--- config.mk ---
export PLATFORM = sky130hd
export DESIGN_NAME = graph_depth_first_order
export DESIGN_NICKNAME = d
export VERILOG_FILES = /design/src/hdl/gdfo_pkg.sv /design/src/hdl/graph_depth_first_order.sv /design/src/hdl/gdfo_ram.sv /design/src/hdl/gdfo_adj.sv
export VERILOG_INCLUDE_DIRS = /design/src /design/src/hdl
export SDC_FILE = /design/constraint.sdc
export NUM_CORES = 2
export LEC_CHECK = 0
export ABC_AREA = 1
export BUFFER_PORTS_ARGS = -buffer_cell sky130_fd_sc_hd__buf_2
export CORE_ASPECT_RATIO = 1.2
export CORE_UTILIZATION = 58
export DETAILED_ROUTE_END_ITERATION = 8
export GPL_ROUTABILITY_DRIVEN = 0
export PLACE_DENSITY = 0.77
export SYNTH_ARGS = -nofsm -noshare
export SYNTH_HDL_FRONTEND = slang
export SYNTH_SLANG_ARGS = --single-unit
--- constraint.sdc ---
create_clock -name clk -period 4.45 [get_ports clk]
set_input_delay 0.89 -clock clk [delete_from_list [all_inputs] [get_ports clk]]
set_output_delay 0.89 -clock clk [all_outputs]
set_load 0.05 [all_outputs]
--- src/hdl/graph_depth_first_order_assert.svh ---
// assertion macros for the depth-first order block
`ifndef GRAPH_DEPTH_FIRST_ORDER_ASSERT_SVH
`define GRAPH_DEPTH_FIRST_ORDER_ASSERT_SVH

`ifndef SYNTH

// expression must hold at every clock edge out of reset
`define GDFO_ASSERT_ALWAYS(label, expr, msg) \
	label: assert property (@(posedge clk) disable iff (!arst_n) (expr)) else $error(msg);

// consequent must hold in the same cycle as the antecedent
`define GDFO_ASSERT_IMPLIES(label, ante, cons, msg) \
	label: assert property (@(posedge clk) disable iff (!arst_n) (ante) |-> (cons)) \
		else $error(msg);

`else

`define GDFO_ASSERT_ALWAYS(label, expr, msg)
`define GDFO_ASSERT_IMPLIES(label, ante, cons, msg)

`endif

`endif

--- src/hdl/gdfo_pkg.sv ---
// shared constants, types and helpers for the depth-first order block
package gdfo_pkg;

	localparam int MAX_VERTICES = 32;
	localparam int VTX_W = 5;
	localparam int CNT_W = 6;

	typedef logic [MAX_VERTICES-1:0] vmask_t;
	typedef logic [VTX_W-1:0] vtx_t;
	typedef logic [CNT_W-1:0] cnt_t;

	localparam logic [1:0] KIND_CLEAR = 2'd0;
	localparam logic [1:0] KIND_ADD = 2'd1;
	localparam logic [1:0] KIND_WALK = 2'd2;

	typedef struct packed {
		logic clear;
		logic add;
		vtx_t a;
		vtx_t b;
	} adj_cmd_t;

	// lowest set bit of a vertex mask
	function automatic vtx_t first_set(vmask_t m);
		vtx_t idx;
		idx = '0;
		for (int i = MAX_VERTICES - 1; i >= 0; i--) begin
			if (m[i]) begin
				idx = vtx_t'(i);
			end
		end
		return idx;
	endfunction

endpackage

--- src/hdl/graph_depth_first_order.sv ---
// depth-first visit order over an adjacency bit matrix, top level
//
// Commands enter on start/kind/vertex_a/vertex_b and transfer at a clock edge
// with start high and busy low. Clear (kind 0) and add edge (kind 1) finish in
// the transfer cycle and keep busy low. Kind 3 is ignored. A traversal (kind 2)
// raises busy and emits one visited_vertex per vertex in use, each shown for
// exactly one cycle with visit_strobe high; last marks the final one, and busy
// drops in that same cycle. The receiver cannot stall the results.
// After the start transfer the block enters ROOT, which registers the first
// result; each visit is a pass of the find-first unit, each stack pop goes
// through the POP state and the stack ram read port, and each new root
// through ROOT. vertex_count is written by cfg_we/cfg_wdata; the user is to
// write it only while idle, as the block itself does not enforce this. Values
// above 32 saturate, and zero makes a traversal emit nothing. Reset clears all
// edges, sets vertex_count to 32 and returns the block to idle.
module graph_depth_first_order (
	input  logic           clk,
	input  logic           arst_n,
	input  logic           start,
	output logic           busy,
	input  logic [1:0]     kind,
	input  gdfo_pkg::vtx_t vertex_a,
	input  gdfo_pkg::vtx_t vertex_b,
	input  logic           cfg_we,
	input  gdfo_pkg::cnt_t cfg_wdata,
	output logic           visit_strobe,
	output gdfo_pkg::vtx_t visited_vertex,
	output logic           last
);

	import gdfo_pkg::*;

	typedef enum logic [1:0] {
		ST_IDLE,
		ST_ROOT,
		ST_SCAN,
		ST_POP
	} state_t;

	state_t   state_q;
	cnt_t     count_q;
	cnt_t     n_q;
	cnt_t     k_q;
	cnt_t     depth_q;
	vmask_t   valid_q;
	vmask_t   visited_q;
	vtx_t     u_q;

	adj_cmd_t adj_cmd;
	vmask_t   row;
	vmask_t   open_mask;
	vmask_t   cand;
	logic     hit;
	vtx_t     w;
	vmask_t   w_bit;
	logic     is_last;
	cnt_t     n_sat;
	vmask_t   n_mask;
	logic     stk_we;
	vtx_t     stk_waddr;
	cnt_t     depth_m2;
	vtx_t     stk_rdata;
	logic     accept;

	assign accept = start && (state_q == ST_IDLE);
	assign busy = (state_q != ST_IDLE);

	always_comb begin
		adj_cmd.clear = accept && (kind == KIND_CLEAR);
		adj_cmd.add = accept && (kind == KIND_ADD);
		adj_cmd.a = vertex_a;
		adj_cmd.b = vertex_b;
	end

	gdfo_adj u_adj (
		.clk       (clk),
		.arst_n    (arst_n),
		.cmd       (adj_cmd),
		.rd_vertex (u_q),
		.rd_row    (row)
	);

	// shared find-first unit: roots in ROOT, neighbors in SCAN
	always_comb begin
		open_mask = valid_q & ~visited_q;
		cand = (state_q == ST_ROOT) ? open_mask : (row & open_mask);
		hit = |cand;
		w = first_set(cand);
		w_bit = vmask_t'(1) << w;
		is_last = (cnt_t'(k_q + 1'b1) == n_q);
		n_sat = (count_q > cnt_t'(MAX_VERTICES)) ? cnt_t'(MAX_VERTICES) : count_q;
		n_mask = '0;
		for (int i = 0; i < MAX_VERTICES; i++) begin
			n_mask[i] = (cnt_t'(i) < n_sat);
		end
		stk_we = hit && ((state_q == ST_ROOT) ||
			((state_q == ST_SCAN) && (depth_q < cnt_t'(MAX_VERTICES))));
		stk_waddr = (state_q == ST_ROOT) ? '0 : depth_q[VTX_W-1:0];
		depth_m2 = depth_q - cnt_t'(2);
	end

	gdfo_ram #(
		.WIDTH (VTX_W),
		.DEPTH (MAX_VERTICES)
	) u_stack (
		.clk   (clk),
		.we    (stk_we),
		.waddr (stk_waddr),
		.wdata (w),
		.raddr (depth_m2[VTX_W-1:0]),
		.rdata (stk_rdata)
	);

	always_ff @(posedge clk or negedge arst_n) begin
		if (!arst_n) begin
			state_q <= ST_IDLE;
			count_q <= cnt_t'(MAX_VERTICES);
			n_q <= '0;
			k_q <= '0;
			depth_q <= '0;
			valid_q <= '0;
			visited_q <= '0;
			u_q <= '0;
			visit_strobe <= 1'b0;
			visited_vertex <= '0;
			last <= 1'b0;
		end else begin
			visit_strobe <= 1'b0;
			if (cfg_we) begin
				count_q <= cfg_wdata;
			end
			unique case (state_q)
				ST_IDLE: begin
					if (accept && (kind == KIND_WALK)) begin
						visited_q <= '0;
						k_q <= '0;
						depth_q <= '0;
						n_q <= n_sat;
						valid_q <= n_mask;
						if (n_sat != '0) begin
							state_q <= ST_ROOT;
						end
					end
				end
				ST_ROOT: begin
					if (hit) begin
						visit_strobe <= 1'b1;
						visited_vertex <= w;
						last <= is_last;
						visited_q <= visited_q | w_bit;
						k_q <= cnt_t'(k_q + 1'b1);
						u_q <= w;
						depth_q <= cnt_t'(1);
						state_q <= is_last ? ST_IDLE : ST_SCAN;
					end else begin
						state_q <= ST_IDLE;
					end
				end
				ST_SCAN: begin
					if (hit) begin
						visit_strobe <= 1'b1;
						visited_vertex <= w;
						last <= is_last;
						visited_q <= visited_q | w_bit;
						k_q <= cnt_t'(k_q + 1'b1);
						u_q <= w;
						if (depth_q < cnt_t'(MAX_VERTICES)) begin
							depth_q <= cnt_t'(depth_q + 1'b1);
						end
						state_q <= is_last ? ST_IDLE : ST_SCAN;
					end else begin
						depth_q <= cnt_t'(depth_q - 1'b1);
						state_q <= (depth_q == cnt_t'(1)) ? ST_ROOT : ST_POP;
					end
				end
				ST_POP: begin
					u_q <= stk_rdata;
					state_q <= ST_SCAN;
				end
				default: begin
					state_q <= ST_IDLE;
				end
			endcase
		end
	end

`include "graph_depth_first_order_assert.svh"

	`GDFO_ASSERT_ALWAYS(a_depth_bound, depth_q <= cnt_t'(MAX_VERTICES), "stack depth overflow")
	`GDFO_ASSERT_ALWAYS(a_count_match, cnt_t'($countones(visited_q)) == k_q, "visit count mismatch")
	`GDFO_ASSERT_IMPLIES(a_last_ends, visit_strobe && last, !busy, "busy after last vertex")
	`GDFO_ASSERT_IMPLIES(a_mid_busy, visit_strobe && !last, busy, "traversal ended early")
	`GDFO_ASSERT_IMPLIES(a_pop_depth, state_q == ST_POP, depth_q >= cnt_t'(1), "pop on empty stack")

endmodule

--- src/hdl/gdfo_ram.sv ---
// generic single write port ram with registered read
module gdfo_ram #(
	parameter int WIDTH = 8,
	parameter int DEPTH = 32
) (
	input  logic                     clk,
	input  logic                     we,
	input  logic [$clog2(DEPTH)-1:0] waddr,
	input  logic [WIDTH-1:0]         wdata,
	input  logic [$clog2(DEPTH)-1:0] raddr,
	output logic [WIDTH-1:0]         rdata
);

	logic [WIDTH-1:0] mem_q [DEPTH];

	always_ff @(posedge clk) begin
		if (we) begin
			mem_q[waddr] <= wdata;
		end
		rdata <= mem_q[raddr];
	end

endmodule

--- src/hdl/gdfo_adj.sv ---
// adjacency bit matrix with a clear of all rows at once and symmetric edge insert
module gdfo_adj (
	input  logic              clk,
	input  logic              arst_n,
	input  gdfo_pkg::adj_cmd_t cmd,
	input  gdfo_pkg::vtx_t    rd_vertex,
	output gdfo_pkg::vmask_t  rd_row
);

	import gdfo_pkg::*;

	vmask_t rows_q [MAX_VERTICES];

	always_ff @(posedge clk or negedge arst_n) begin
		if (!arst_n) begin
			for (int i = 0; i < MAX_VERTICES; i++) begin
				rows_q[i] <= '0;
			end
		end else if (cmd.clear) begin
			for (int i = 0; i < MAX_VERTICES; i++) begin
				rows_q[i] <= '0;
			end
		end else if (cmd.add) begin
			// one update per row, a self loop sets a single bit
			for (int i = 0; i < MAX_VERTICES; i++) begin
				rows_q[i] <= rows_q[i]
					| ((vtx_t'(i) == cmd.a) ? (vmask_t'(1) << cmd.b) : vmask_t'(0))
					| ((vtx_t'(i) == cmd.b) ? (vmask_t'(1) << cmd.a) : vmask_t'(0));
			end
		end
	end

	assign rd_row = rows_q[rd_vertex];

endmodule

Yosys cells after proc, flatten, opt, wreduce, memory -nomap -nowiden
Memories as Yosys holds them, arrays and structs flattened. A register that Yosys moved wholly into a read port is not among the register bits.
Index checks and enable logic that the tools add are counted.
Widths: inputs -> output; s select.
{"block": "classes", "addsub": 4, "mul": 0, "div": 0, "order_cmp": 35, "n_eq_ne": 74, "shift": 3, "muxes": 127, "n_bitwise": 69, "n_reduce_logical": 25}
{"operator": "$mux 32", "count": 69}
{"operator": "$or 32x32->32", "count": 65}
{"operator": "$mux 1024", "count": 2}
{"operator": "$mux 5", "count": 34}
{"operator": "$bmux 32 s5", "count": 1}
{"operator": "$eq 5x5->1 const A", "count": 32}
{"operator": "$lt 5x6->1 const A", "count": 16}
{"operator": "$shl 1x5->32 const A", "count": 3}
{"operator": "$eq 4x5->1 const A", "count": 16}
{"operator": "$and 32x32->32", "count": 2}
{"operator": "$pmux 32 s2", "count": 1}
{"operator": "$lt 4x6->1 const A", "count": 8}
{"operator": "$eq 3x5->1 const A", "count": 8}
{"operator": "$mux 6", "count": 6}
{"operator": "$not 32->32", "count": 1}
{"operator": "$reduce_or 32->1", "count": 1}
{"operator": "$lt 3x6->1 const A", "count": 4}
{"operator": "$eq 2x5->1 const A", "count": 4}
{"operator": "$pmux 6 s3", "count": 1}
{"operator": "$add 6x1->6 const B", "count": 2}
{"operator": "$lt 1x6->1 const A", "count": 2}
{"operator": "$lt 2x6->1 const A", "count": 2}
{"operator": "$mux 2", "count": 6}
{"operator": "$pmux 6 s2", "count": 1}
{"operator": "other kinds (28)", "count": 50}
{"block": "totals", "reg_bits": 1126, "latchBits": 0, "mem_bits_rw": 160, "romBits": 0, "in_bits": 22, "elab_cells": 381, "memories": 1}
{"memory": "u_stack.mem_q", "depth": 32, "width": 5, "read_ports": 1, "rd_clocked_by_memory_dff": 1, "wr": 1, "line": "gdfo_ram.sv:14", "rtl": "logic [WIDTH-1:0] mem_q [DEPTH];"}

Longest topological paths before layout
{"block": "depth", "word_depth": 42, "mapped_depth": 47, "ltp_nobuf": 44}

Modules after synthesis
From an unflattened synthesis, not the netlist that was laid out.
{"block": "unflattened", "cells_unflattened": 8761, "hier_area_um2": 65255.1}
{"module": "gdfo_adj", "instances": 1, "cells_each": 7482, "area_per_inst_um2": 53055.9}
{"module": "gdfo_ram", "instances": 1, "cells_each": 595, "area_per_inst_um2": 6796.5}
{"module": "graph_depth_first_order", "instances": 1, "cells_each": 684, "area_per_inst_um2": 5402.7}

Least setup slack after synthesis
No wires, ideal clock.
{"block": "synth_timing", "path_type": "reg-to-reg", "startpoint": "register u_q[0]", "endpoint": "register visited_q[23]", "arrival_ns": 4.444, "slack_ns": -0.072, "path_stages_with_launch": 21, "period_less_slack_ns": 4.522, "path_cell_list": "dfrtp_1 > buf_6 > buf_6 > buf_6 > buf_6 > buf_6 > buf_2 > o21ai_0 > o21ai_1 > o211ai_1 > a21oi_1 > o311ai_0 > nand2_1 > nor2_1 > nand2_1 > nor3_1 > nand2_1 > inv_2 > buf_6 > nand4_1 > a21oi_1"}
{"block": "synth_via", "elab_chain_cells": 42, "word_cells_on_any_way": 45, "cone_classes": "eq/ne (1); shift (1); mux (38); bitwise (3); reduce/logical (2)"}
{"item": "start, declared", "line": "graph_depth_first_order.sv:47", "rtl": "vtx_t u_q;"}
{"item": "start signal, assigned", "line": "graph_depth_first_order.sv:152", "rtl": "u_q <= w;"}
{"item": "start signal, assigned", "line": "graph_depth_first_order.sv:166", "rtl": "u_q <= w;"}
{"item": "start signal, assigned", "line": "graph_depth_first_order.sv:177", "rtl": "u_q <= stk_rdata;"}
{"item": "$not 5->6 (implied by the code) (*)", "line": "gdfo_adj.sv:33", "rtl": "assign rd_row = rows_q[rd_vertex];"}
{"item": "$bmux 32 s5 (*)", "line": "gdfo_adj.sv:33"}
{"item": "$mux 32 (implied by the code) (*) (2 in series)", "line": "gdfo_adj.sv:33"}
{"item": "$and 32x32->32 (*)", "line": "graph_depth_first_order.sv:86", "rtl": "cand = (state_q == ST_ROOT) ? open_mask : (row & open_mask);"}
{"item": "$mux 32 (*)", "line": "graph_depth_first_order.sv:86"}
{"item": "$mux 5 (31 in series)", "line": "gdfo_pkg.sv:28", "rtl": "if (m[i]) begin"}
{"item": "$mux 5 (*)", "line": "gdfo_pkg.sv:28"}
{"item": "net u_stack.wdata[4]", "line": "gdfo_ram.sv:9", "rtl": "input logic [WIDTH-1:0] wdata,"}
{"item": "$shl 1x5->32 (*)", "line": "graph_depth_first_order.sv:89", "rtl": "w_bit = vmask_t'(1) << w;"}
{"item": "$or 32x32->32 (*)", "line": "graph_depth_first_order.sv:150, graph_depth_first_order.sv:164"}
{"item": "$mux 32 (*)", "line": "graph_depth_first_order.sv:146, graph_depth_first_order.sv:160"}
{"item": "$pmux 32 s2 (*)", "line": "graph_depth_first_order.sv:132", "rtl": "unique case (state_q)"}
{"item": "end signal, assigned", "line": "graph_depth_first_order.sv:150", "rtl": "visited_q <= visited_q | w_bit;"}
{"item": "end signal, assigned", "line": "graph_depth_first_order.sv:164", "rtl": "visited_q <= visited_q | w_bit;"}
{"item": "end, declared", "line": "graph_depth_first_order.sv:46", "rtl": "vmask_t visited_q;"}
The timed path passes the listed nets; every way through them passes the cells marked *. The select of a mux whose other input is x is not followed.
A chain may end at the register's enable or synchronous reset.

Final worst setup path
{"block": "layout_timing", "startpoint": "register u_q[1]", "endpoint": "memory u_stack.mem_q[26][4] (netlist name), enable pin"}
{"block": "layout_via", "elab_chain_cells": 10}
{"item": "$not 5->6 (implied by the code)", "line": "gdfo_adj.sv:33"}
{"item": "$bmux 32 s5", "line": "gdfo_adj.sv:33"}
{"item": "$mux 32 (implied by the code) (2 in series)", "line": "gdfo_adj.sv:33"}
{"item": "$and 32x32->32", "line": "graph_depth_first_order.sv:86"}
{"item": "$mux 32", "line": "graph_depth_first_order.sv:86"}
{"item": "$reduce_or 32->1", "line": "graph_depth_first_order.sv:87", "rtl": "hit = |cand;"}
{"item": "$logic_and 1x1->1", "line": "graph_depth_first_order.sv:96", "rtl": "stk_we = hit && ((state_q == ST_ROOT) ||"}
{"item": "$mux 1", "line": "gdfo_ram.sv:17", "rtl": "if (we) begin"}
{"item": "$mux 1 (implied by the code)", "line": "gdfo_ram.sv:18", "rtl": "mem_q[waddr] <= wdata;"}
{"item": "end, declared", "line": "gdfo_ram.sv:14"}
Every way passes these cells. The select of a mux whose other input is x is not followed.

==> summary.txt <==
Routing
  • Drt drc: 0
  • Post-Route WL: 229000 µm
  • Via Count: 58400
  • Routed vias/inst: ~6.7
  • DR pass1 iterations: 8
  • DRT iter0 DRCs: 10400
  • Avg WL per Cell: 26.4 µm
  • Number of nets with antenna violations after routing: 0

CTS
  • CTS max path bufs: 3
  • Clock Pin Slew Worst Setup and Hold Paths: roughly 0.070 ns
  • CTS Buf Count: between 100 and 150
  • Clock latency on the worst-skew pair: 0.78 ns
  • CTS Hold Bufs: 0
  • CTS tree: built
  • Clock Root Buffer: clkbuf_16
  • Sink Count: 1290
  • H-Tree Depth: 3

Layout
  • Share of layout cells above drive strength 1: 0.109
  • Multi-input logic area: around 21000 µm²
  • Fill cell count: 8206
  • Final net count: 7207
  • Area delta synth->final: 13.4%
  • Seq. cell area: about 33000 µm²
  • Final cell count without fillers: 8664

Critical path
  • Crit path launch: u_q[1]
  • Critical register-to-register path startpoint: u_q[1]
  • Crit Path Max Fanout: 36
  • Critical Path Start Type: flop
  • Worst R2R End: u_stack.mem_q[26][4]
  • Critical path type: flop to flop
  • R2R depth: 24
  • Setup crit end: u_stack.mem_q[26][4]
  • WP data required: between 4 and 5 ns
  • Worst Setup End Kind: flop
  • Arr. time, crit path: 5.30 ns
  • FF-to-FF setup slack: -0.32 ns

Power
  • VDD IR-drop max: between 0.0003 and 0.0004 V
  • P_leak: about 0.037 µW
  • Pwr per Cell Area: approximately 330 nW/µm²
  • Pwr Total: 23000 µW

Timing
  • Setup_tns: -54.83 ns
  • Final min period: 4.77 ns
  • Fmax: 210 MHz
  • Max-Slew Margin vs Limit: -0.00395
  • Unrepaired setup endpoints after global routing: true
  • # setup viols final: 294
  • Worst hold slack: -0.000610 ns
  • Final hold violation count: 1
  • Post-route clock period utilization: 1.07
  • Clock skew: roughly 0.027 ns
  • Least-Margin Pin Slew: 1.49 ns
  • Final worst slack: -0.323 ns
  • Final slew viol count: 1

Die
  • Die height: around 360 µm
  • Top Ports: 30
  • Die area: between 100000 and 150000 µm²
  • Core area: between 100000 and 150000 µm²
  • Die Wd: 299 µm
  • Row count: 130
  • Starting density of the core: 0.585

Global route
  • Initial antenna violation count: 8
  • First-pass GRT wire length: ~340000 µm
  • GRT Overall Usage: 0.422
  • GR Overflow Total: 0
  • Pin count of the biggest net entering global routing: 181
  • Vias in the first global route: between 50000 and 60000

Synthesis
  • Post-synth cell types: 55
  • Synth top area share: 0.459
  • Post-Syn Area per Cell: 8.58 µm²
  • Post-synth net total: around 7200
  • Number of flops mapped to enable cells by yosys: 160
  • Top FF cell, synth: dfrtp_1
  • #FFs+latches synth: 1290
  • Area leader, netlist: dfrtp_1
  • Area of the mapped netlist: roughly 61000 µm²
  • Post-Synthesis Cells: 7148
  • Warnings from Yosys: 0
  • Synth top area cells: dfrtp_1 (46%), o21ai_0 (11%), edfxtp_1 (7.8%)
  • Fraction of registers with async set/reset: 0.872
  • Sequential fraction of the synthesis area: 0.539

Worst hold path
  • Worst min path class: primary input to async pin

Status
  • Status: finished with violations
  • Violated checks: hold timing, capacitance limit, slew limit, setup timing

Placement
  • Hpwl dp: 141000 µm
  • Buffers on Ports: 29
  • Placed cell count: between 8000 and 9000

Job
  • Max-cap violations: 1
-- placed cells by master (no fill, tap or decap), types with 13 or more instances in the layout --
cell / instances
a21oi_1: 374
a31oi_1: 13
buf_12: 63
buf_2: 28
buf_4: 335
buf_6: 13
clkbuf_1: 26
clkbuf_16: 129
clkbuf_8: 28
clkinv_1: 37
clkinv_2: 23
dfrtp_1: 1119
edfxtp_1: 160
ha_1: 13
inv_1: 1170
inv_2: 26
nand2_1: 321
nand2_2: 20
nand3_1: 146
nand3_2: 21
nand4_1: 25
nor2_1: 708
nor3_1: 26
o211ai_1: 146
o21ai_0: 1390
o21ai_1: 123
o221ai_1: 125
o22ai_1: 507
-- report_power, final --
group | total [µW] | internal [µW] | switching [µW]
clock | 10600 | 5880 | 4750
sequential | 11900 | 11900 | 6.20
combinational | 447 | 58.4 | 389
-- cells by family (layout without fill, tap and decap cells) --
family,count (synthesis),in the layout,share of synthesized area
simple gates,1295,1295,0.0859
flops,1290,1290,0.539
xor+xnor,12,12,0.00171
compound gates,2743,2743,0.252
fa+ha+maj,13,13,0.00265
other cells,0,8,0
buf+inv,1795,1917,0.118
-- layout make-up --
class,instances,share of cell area
flip-flops and latches,1290,0.476
multi-input cells,4063,0.308
inverters,1233,0.0673
repair buffers,461,0.0662
clock buffers,175,0.0505
well taps,1386,0.0249
clock inverters,46,0.00716
repair inverters,2,0.000360
diodes,8,0.000288
-- state kept, by name, summed over array words and instances (netlist names) --
name	cells
k_q	6
valid_q	31
u_q	5
state_q	2
visited_q	32
last	1
n_q	6
u_adj.rows_q	1024
visit_strobe	1
u_stack.rdata	5
visited_vertex	5
depth_q	6
u_stack.mem_q	160
count_q	6
-- layer usage --
metal | wire length, µm | track usage | vias up
met5 | 24 | 0 | -
met4 | 21600 | 0.334 | 4
met3 | 35400 | 0.149 | 1400
met2 | 95600 | 0.603 | 5316
met1 | 76500 | 0.520 | 27500
li1 | - | - | 24200
-- worst min path at each step --
stage / to / slack (ns)
after floorplan: u_q[0] / 0.44
after global placement: u_q[0] / 0.47
final: u_adj.rows_q[500] / -0.0006
after detailed placement: u_adj.rows_q[968] / 0.48
after CTS: u_adj.rows_q[500] / 0.03
after global routing: u_adj.rows_q[500] / 0.02
-- critical path, cell delays in order, from the launching register on --
cell and delay (ns):
dfrtp_4 0.68, buf_12 0.29, buf_4 0.23, a21oi_1 0.05
o21ai_0 0.08, o21ai_1 0.09, o211ai_1 0.59, buf_4 0.24
a21oi_1 0.11, buf_4 0.18, o311ai_2 0.29, nand2_1 0.14
nor2_1 0.17, nand2_1 0.12, nor2_1 0.16, nand2_2 0.11
clkinv_2 0.08, nor2_1 0.05, inv_1 0.07, o22ai_1 0.06
buf_4 0.16, nand4_1 0.06, buf_4 0.21, nor2_1 0.08
buf_4 0.16
-- Yosys cell counts, drive strengths merged, types with 5 or more instances --
| cell type | instances |
|---|---|
| a21oi | 385 |
| a311oi | 5 |
| a31oi | 13 |
| buf | 193 |
| clkbuf | 369 |
| clkinv | 26 |
| dfrtp | 1124 |
| dfxtp | 5 |
| edfxtp | 160 |
| ha | 13 |
| inv | 1207 |
| nand2 | 348 |
| nand3 | 169 |
| nand4 | 26 |
| nor2 | 721 |
| nor3 | 28 |
| o211ai | 147 |
| o21ai | 1518 |
| o221ai | 130 |
| o22ai | 508 |
| o311ai | 23 |
| o31ai | 5 |
| xor2 | 11 |
-- stage by stage --
stage | worst slack [ns] | util | cell area, µm² | hold slack (ns)
finish | -0.323 | 0.664 | 69500 | -0.000610
global route | -0.428 | 0.664 | 69500 | 0.0241
CTS | 0.0127 | 0.656 | 68700 | 0.0253
detailed placement | -0.200 | 0.614 | 64300 | 0.480
global placement | -0.101 | 0.614 | 64300 | 0.471
floorplan | 0.529 | - | 61300 | 0.440
-- timing repair --
item                                    4_1_cts  5_1_grt
endpoints found under the setup margin      198      276
endpoints found under the hold margin         0        0
gates resized for setup                      33      110
buffers inserted                             10       16
pin swaps                                     7       55
cloned                                        6        9
(Power assumes the default switching activity.)
